<file path="src/rtl/euler_to_rotation_matrix_core_assert.svh">
// assertion macros for the euler to rotation matrix core
// no dependencies
`ifndef EULER_TO_ROTATION_MATRIX_CORE_ASSERT_SVH
`define EULER_TO_ROTATION_MATRIX_CORE_ASSERT_SVH
`define E2R_ASSERT_IMPL(lbl, clk, rst_n, cond) \
    lbl: assert property (@(posedge clk) disable iff (!rst_n) (cond)) else $error("e2r check");
`define E2R_ASSERT_NEXT(lbl, clk, rst_n, pre, post) \
    lbl: assert property (@(posedge clk) disable iff (!rst_n) (pre) |=> (post)) else $error("e2r check");
`endif

</file>
<file path="src/rtl/e2r_pkg.sv">
// package for the euler to rotation matrix core: word types, constants, atan table
// no dependencies
`timescale 1ns / 1ps
`default_nettype none
package e2r_pkg;
    localparam int ANGLE_BITS_DEF = 16;
    localparam int FRAC_BITS_DEF  = 14;
    localparam int IN_W           = 16;
    localparam int OUT_W          = 16;
    localparam int WORK_FRAC      = 30;
    localparam int CORDIC_STEPS   = 30;
    localparam int ZW             = 34;
    localparam int XW             = 34;
    localparam logic signed [XW-1:0] CORDIC_GAIN = 34'sd652032874;

    typedef struct packed {
        logic signed [IN_W-1:0] roll_angle;
        logic signed [IN_W-1:0] pitch_angle;
        logic signed [IN_W-1:0] yaw_angle;
    } t_in_word;

    typedef struct packed {
        logic signed [OUT_W-1:0] row0_col0;
        logic signed [OUT_W-1:0] row0_col1;
        logic signed [OUT_W-1:0] row0_col2;
        logic signed [OUT_W-1:0] row1_col0;
        logic signed [OUT_W-1:0] row1_col1;
        logic signed [OUT_W-1:0] row1_col2;
        logic signed [OUT_W-1:0] row2_col0;
        logic signed [OUT_W-1:0] row2_col1;
        logic signed [OUT_W-1:0] row2_col2;
    } t_out_word;

    function automatic logic signed [ZW-1:0] atan_val(input int i);
        logic [31:0] v;
        begin
            unique case (i)
                0: v = 32'h20000000;   1: v = 32'h12E4051D;
                2: v = 32'h09FB385B;   3: v = 32'h051111D4;
                4: v = 32'h028B0D43;   5: v = 32'h0145D7E1;
                6: v = 32'h00A2F61E;   7: v = 32'h00517C55;
                8: v = 32'h0028BE53;   9: v = 32'h00145F2E;
                10: v = 32'h000A2F98;  11: v = 32'h000517CC;
                12: v = 32'h00028BE6;  13: v = 32'h000145F3;
                14: v = 32'h0000A2F9;  15: v = 32'h0000517C;
                16: v = 32'h000028BE;  17: v = 32'h0000145F;
                18: v = 32'h00000A2F;  19: v = 32'h00000517;
                20: v = 32'h0000028B;  21: v = 32'h00000145;
                22: v = 32'h000000A2;  23: v = 32'h00000051;
                24: v = 32'h00000028;  25: v = 32'h00000014;
                26: v = 32'h0000000A;  27: v = 32'h00000005;
                28: v = 32'h00000002;  29: v = 32'h00000001;
                default: v = 32'h0;
            endcase
            atan_val = $signed({2'b00, v});
        end
    endfunction
endpackage
`default_nettype wire

</file>
<file path="src/rtl/e2r_cordic_stage.sv">
// one registered cordic rotation step for three angles side by side
// depends on e2r_pkg
`timescale 1ns / 1ps
`default_nettype none
module e2r_cordic_stage #(
    parameter int STEP = 0
) (
    input  wire logic                          i_clk,
    input  wire logic                          i_en,
    input  wire logic signed [3*e2r_pkg::XW-1:0] i_x,
    input  wire logic signed [3*e2r_pkg::XW-1:0] i_y,
    input  wire logic signed [3*e2r_pkg::ZW-1:0] i_z,
    output logic signed [3*e2r_pkg::XW-1:0]      o_x,
    output logic signed [3*e2r_pkg::XW-1:0]      o_y,
    output logic signed [3*e2r_pkg::ZW-1:0]      o_z
);
    import e2r_pkg::*;
    logic signed [3*XW-1:0] n_x, n_y;
    logic signed [3*ZW-1:0] n_z;

    always_comb begin
        for (int k = 0; k < 3; k++) begin
            logic signed [XW-1:0] x, y, xs, ys;
            logic signed [ZW-1:0] z;
            x = i_x[k*XW +: XW];
            y = i_y[k*XW +: XW];
            z = i_z[k*ZW +: ZW];
            xs = x >>> STEP;
            ys = y >>> STEP;
            if (!z[ZW-1]) begin
                n_x[k*XW +: XW] = x - ys;
                n_y[k*XW +: XW] = y + xs;
                n_z[k*ZW +: ZW] = z - atan_val(STEP);
            end else begin
                n_x[k*XW +: XW] = x + ys;
                n_y[k*XW +: XW] = y - xs;
                n_z[k*ZW +: ZW] = z + atan_val(STEP);
            end
        end
    end

    always_ff @(posedge i_clk) begin
        if (i_en) begin
            o_x <= n_x;
            o_y <= n_y;
            o_z <= n_z;
        end
    end
endmodule
`default_nettype wire

</file>
<file path="config.mk">
export PLATFORM = sky130hd
export DESIGN_NAME = e2r_cordic_stage
export DESIGN_NICKNAME = d
export VERILOG_FILES = /design/src/rtl/euler_to_rotation_matrix_core_assert.svh /design/src/rtl/e2r_pkg.sv /design/src/rtl/e2r_cordic_stage.sv
export SDC_FILE = /design/constraint.sdc
export NUM_CORES = 1
export LEC_CHECK = 0
export ABC_AREA = 1
export BUFFER_PORTS_ARGS = -buffer_cell sky130_fd_sc_hd__clkbuf_2
export CAP_MARGIN = 5
export CORE_UTILIZATION = 25
export DETAILED_ROUTE_END_ITERATION = 7
export GPL_ROUTABILITY_DRIVEN = 0
export PLACE_DENSITY = 0.41
export SLEW_MARGIN = 30
export SYNTH_ARGS = -nofsm -noshare
export SYNTH_HDL_FRONTEND = slang
export SYNTH_SLANG_ARGS = --single-unit
</file>
<file path="constraint.sdc">
create_clock -name i_clk -period 2 [get_ports i_clk]
set_input_delay 0.2 -clock i_clk [delete_from_list [all_inputs] [get_ports i_clk]]
set_output_delay 0.2 -clock i_clk [all_outputs]
set_load 0.05 [all_outputs]
</file>
; ---- Word-level counts from Yosys, hierarchy flattened
; Cells that the tools add are included.
[op_classes]
add_sub_neg = 15
mul = 0
div_mod_pow = 0
order_cmp = 0
eq_ne = 0
shift = 0
n_mux = 9
n_bitwise = 0
reduce_logical = 0
[ops]
columns = cell, n
row1 = $mux 34, 9
row2 = $sub 34x34->34, 6
row3 = $add 34x31->34 const B, 3
row4 = $add 34x34->34, 3
row5 = $sub 34x31->34 const B, 3
[word_totals]
ff_bits = 306
latch_bits = 0
mem_bits_rw = 0
romBits = 0
input_bits = 308
output_inout_bits = 306
wordCells = 27
mem_count = 0

; ---- Logic depth before layout (Yosys ltp)
[depth]
depth_word = 2
mapped_depth = 18
depth_no_buf = 17

; ---- Least setup slack after synthesis
; Ideal clock, no wire load.
[synth_path]
path_kind = in2reg
start = input i_y[0] (netlist bit)
end = register o_y[32] (netlist bit) (data pin)
setup_time_ns = 0.254
t_arrival_ns = 1.721
required_time_ns = 1.746
setup_slack_ns = 0.026
cell_stages = 13
path_buffers = 0
path_cell_list = inv_1 -> ha_1 -> fa_1 -> o21ai_0 -> nand2_1 -> nand2_1 -> nand2_1 -> nand2_1 -> nand2_1 -> nand2_1 -> nand2_1 -> nand3_1 -> nand2_1
[synth_between]
elab_chain_len = 2
word_cells_on_any_way = 3
cone_classes = 2 x add/sub / 1 x mux
[synth_lines]
columns = element, line_no
row1 = start: declaration, e2r_cordic_stage.sv:11  ; input wire logic signed [3*e2r_pkg::XW-1:0] i_y,
row2 = $add 34x34->34 / $sub 34x34->34 (equally long branches), "e2r_cordic_stage.sv:32, e2r_cordic_stage.sv:36"
row3 = $mux 34 *, e2r_cordic_stage.sv:30  ; if (!z[ZW-1]) begin
row4 = net n_y[32], e2r_cordic_stage.sv:18  ; logic signed [3*XW-1:0] n_x, n_y;
row5 = end signal: assignment, e2r_cordic_stage.sv:45  ; o_y <= n_y;
row6 = end: declaration, e2r_cordic_stage.sv:14  ; output logic signed [3*e2r_pkg::XW-1:0] o_y,
; Mark *: on every way through the listed nets, which the timed path passes. The rest lies on a longest branch.
; A chain may end at the register's enable or synchronous reset.

; ---- Worst setup path after layout
[layout_path]
start = input i_x[13] (netlist bit)
end = register o_x[30] (netlist bit) (data pin)
[layout_between]
elab_chain_len = 2
word_cells_on_any_way = 3
cone_classes = 2 x add/sub / 1 x mux
[layout_lines]
columns = element, line_no
row1 = start: declaration, e2r_cordic_stage.sv:10  ; input wire logic signed [3*e2r_pkg::XW-1:0] i_x,
row2 = $sub 34x34->34 / $add 34x34->34 (equally long branches), "e2r_cordic_stage.sv:31, e2r_cordic_stage.sv:35"
row3 = $mux 34 *, e2r_cordic_stage.sv:30
row4 = net n_x[30], e2r_cordic_stage.sv:18
row5 = end signal: assignment, e2r_cordic_stage.sv:44  ; o_x <= n_x;
row6 = end: declaration, e2r_cordic_stage.sv:13  ; output logic signed [3*e2r_pkg::XW-1:0] o_x,
; Marked as above.

==> impl_metrics.toml <==
[run_status]
status = "complete, no violations"

[synthesis]
ys_seq_area_frac = 0.295
avgSynthCellArea_um2 = 6.80
synth-main-ff-cell = "edfxtp_1"
syn_area_um2 = 30900
synth_enable_flop_cells = 303
ys_types = 44
synth_warnings = 0
ys_ff_latch = 303
synthArstFlopShare = 0
syn-num-nets = 5165
syn_inst = 4536

[hold_path]
min_to = "o_y[68]$_DFFE_PP_"
hold_path_class = "input port to flop"
hp-start = "i_y[68]"
min_path_cells = 3

[floorplanning]
die_area_um2 = 125000
die_w_um = 353
start_util = 0.253
dieHeight_um = 353
fp-row-count = 128
core_um2 = 122000
io_pins = 614

[layout]
drive_gt1_frac = 0.301
area_delta_synth_final_pct = 49.5
fin_nets = 6898
fill_cells = 13200
postLayoutCellArea_um2 = 46200

[placement]
port_buffers = 613
dp.final_hpwl_um = 125000
post_dp_cell_area_um2 = 43700

[worst_setup_path]
start_kind = "input port"
startpoint = "i_x[13]"
critPathKind = "input port to flop"
cp.required_ps = 2340
cp_max_fo = 8
crit_path_end_kind = "flop"
crit_arrival_ps = 2270

[detailed_routing]
ant_nets = 0
vias = 36300
drc_errors = 0
routed_wl_um = 145000
drtPass1Iterations = 5
wl_per_cell_um = 18.3
first_iter_violations = 2427
drt-vias-per-instance = 4.58

[timing]
drv_slew = 0
setup_viol = 0
fin_crit_ps = 1930
rsz0062_at_grt = "yes"
min_period_over_period = 0.965
fin_setup_tns_ps = 0
slew_headroom = 0.620
tightest_slew_ps = 564
fmax_ghz = 0.518
finalHoldViolCount = 0

[grt]
grt_overflow = 0
grt_max_degree = 66
grt_pass1_vias = 35500
antenna_found_initial = 10
track_usage = 0.225
grt_pass1_wl_um = 213000

[job]
max-cap-violations = 0

[clocking]
cts_buffers = 41
h-tree-depth = 2
cts.path.max_buffers = 3
postCtsSetupBuffers = 0
cts_tree = "done"
cts_num_sinks = 303
clk_pin_slew_ps = 60
clockRootBuffer = "clkbuf_16"

[pwr]
p_seq_frac = 0.276
internal_power_w = 0.0176
irDropWorstVdd_uv = 709
p_sw_w = 0.0128
comb_power_share = 0.476
power_frac_clock = 0.248
switching_share = 0.420
total_power_w = 0.0304
power_density_nw_per_um2 = 659
leakagePower_nw = 23.9
[worst max-delay path by stage]
stage	slack (ps)	end
after global routing	-2	o_x[101]$_DFFE_PP_
after detailed placement	-580	o_y[78]$_DFFE_PP_
after CTS	80	o_y[78]$_DFFE_PP_
after floorplan	30	o_y[32]$_DFFE_PP_
final	70	o_x[30]$_DFFE_PP_
after global placement	-570	o_y[78]$_DFFE_PP_
[cells by family after synthesis]
group | count (synthesis) | share of synthesized area
and+or+nand+nor | 2230 | 0.302
AOI/OAI and AO/OA | 832 | 0.145
buffers and inverters | 773 | 0.103
adders and majority gates | 321 | 0.133
DFF | 303 | 0.295
xor gates and xnor gates | 75 | 0.0213
muxes | 2 | 0.000649
[power by group through the flow]
stage | logic, W | clock network (W) | registers (W)
6_report | 0.0145 | 0.00754 | 0.00841
5_1_grt | 0.0156 | 0.00804 | 0.00847
4_1_cts | 0.0144 | 0.00788 | 0.00842
3_5_place_dp | 0.0142 | 0 | 0.00854
3_3_place_gp | 0.0142 | 0 | 0.00854
2_1_floorplan | 0.00503 | 0 | 0.0111
[final cells by class]
type	instances	area, µm²	area share
diodes	1	2.50	0.0000542
clock buffers	50	1100	0.0239
clock inverters	24	236	0.00512
inverters	638	2400	0.0519
multi-input cells	3460	18700	0.405
flip-flops and latches	303	9100	0.197
well taps	1625	2030	0.0440
repair buffers	1825	12600	0.273
[flip-flops by register name (all words and copies together), names as in the netlist]
| name | flops |
|---|---|
| o_x | 100 |
| o_y | 101 |
| o_z | 102 |
[layout by cell type (no fill, tap or decap), drive strengths merged, types with 19 or more instances in the layout]
cell,instances
o21ai,298
nand2,1209
clkbuf,662
or2,22
nand4,31
nand3,457
nor3,48
o211ai,19
edfxtp,303
a21oi,399
o21bai,33
a21o,33
buf,1117
dlygate4sd3,96
ha,309
o22ai,23
xor2,75
inv,641
nor2,439
[cell usage after synthesis (all sizes together), types with 7 or more instances]
| master | n | area [µm²] |
|---|---|---|
| o21ai | 298 | 1490 |
| edfxtp | 303 | 9100 |
| inv | 635 | 2380 |
| a21o | 33 | 248 |
| o21bai | 33 | 248 |
| nor4 | 13 | 106 |
| a31oi | 7 | 43.8 |
| nand2 | 1209 | 4570 |
| a21oi | 399 | 2000 |
| buf | 105 | 668 |
| and2 | 9 | 56.3 |
| nor2 | 439 | 1700 |
| or2 | 22 | 138 |
| clkbuf | 30 | 113 |
| o31ai | 10 | 75.1 |
| xor2 | 75 | 657 |
| fa | 12 | 240 |
| o211ai | 19 | 153 |
| ha | 309 | 3870 |
| nor3 | 48 | 260 |
| o22ai | 23 | 144 |
| o21a | 7 | 52.6 |
| nand3 | 457 | 2290 |
| nand4 | 31 | 194 |
[worst max-delay path, cell delays in order]
cell	delay [ps]
clkbuf_2	100
inv_1	40
ha_1	450
nand2_1	210
nor4_1	400
nand2_1	160
nand2_1	270
nand2_1	150
nand2_1	90
nand2_1	40
nand3_1	60
nand2_1	80
[routing by layer]
layer / vias to the layer above / global-route usage / routed length (µm)
li1: 18400 / - / -
met1: 16700 / 0.298 / 66500
met2: 1040 / 0.377 / 67100
met3: 165 / 0.0294 / 7390
met4: 16 / 0.0670 / 4230
met5: - / 0 / 98
[through the flow]
step	std cells	util	setup WS, ps	hold WS [ps]
4_1_cts	7925	0.377	79.0	4.37
2_1_floorplan	4536	-	25.8	299
6_report	7926	0.378	70.9	52.7
3_3_place_gp	7755	0.358	-570	377
3_5_place_dp	7755	0.358	-580	379
5_1_grt	7925	0.378	-2.42	51.1
[timing repair]
| item | 4_1_cts | 5_1_grt |
|---|---|---|
| endpoints found under the hold margin | 110 | 0 |
| resized for setup | 0 | 46 |
| endpoints found under the setup margin | 0 | 55 |
| hold buffers | 96 | 0 |
(Power assumes the default switching activity.)
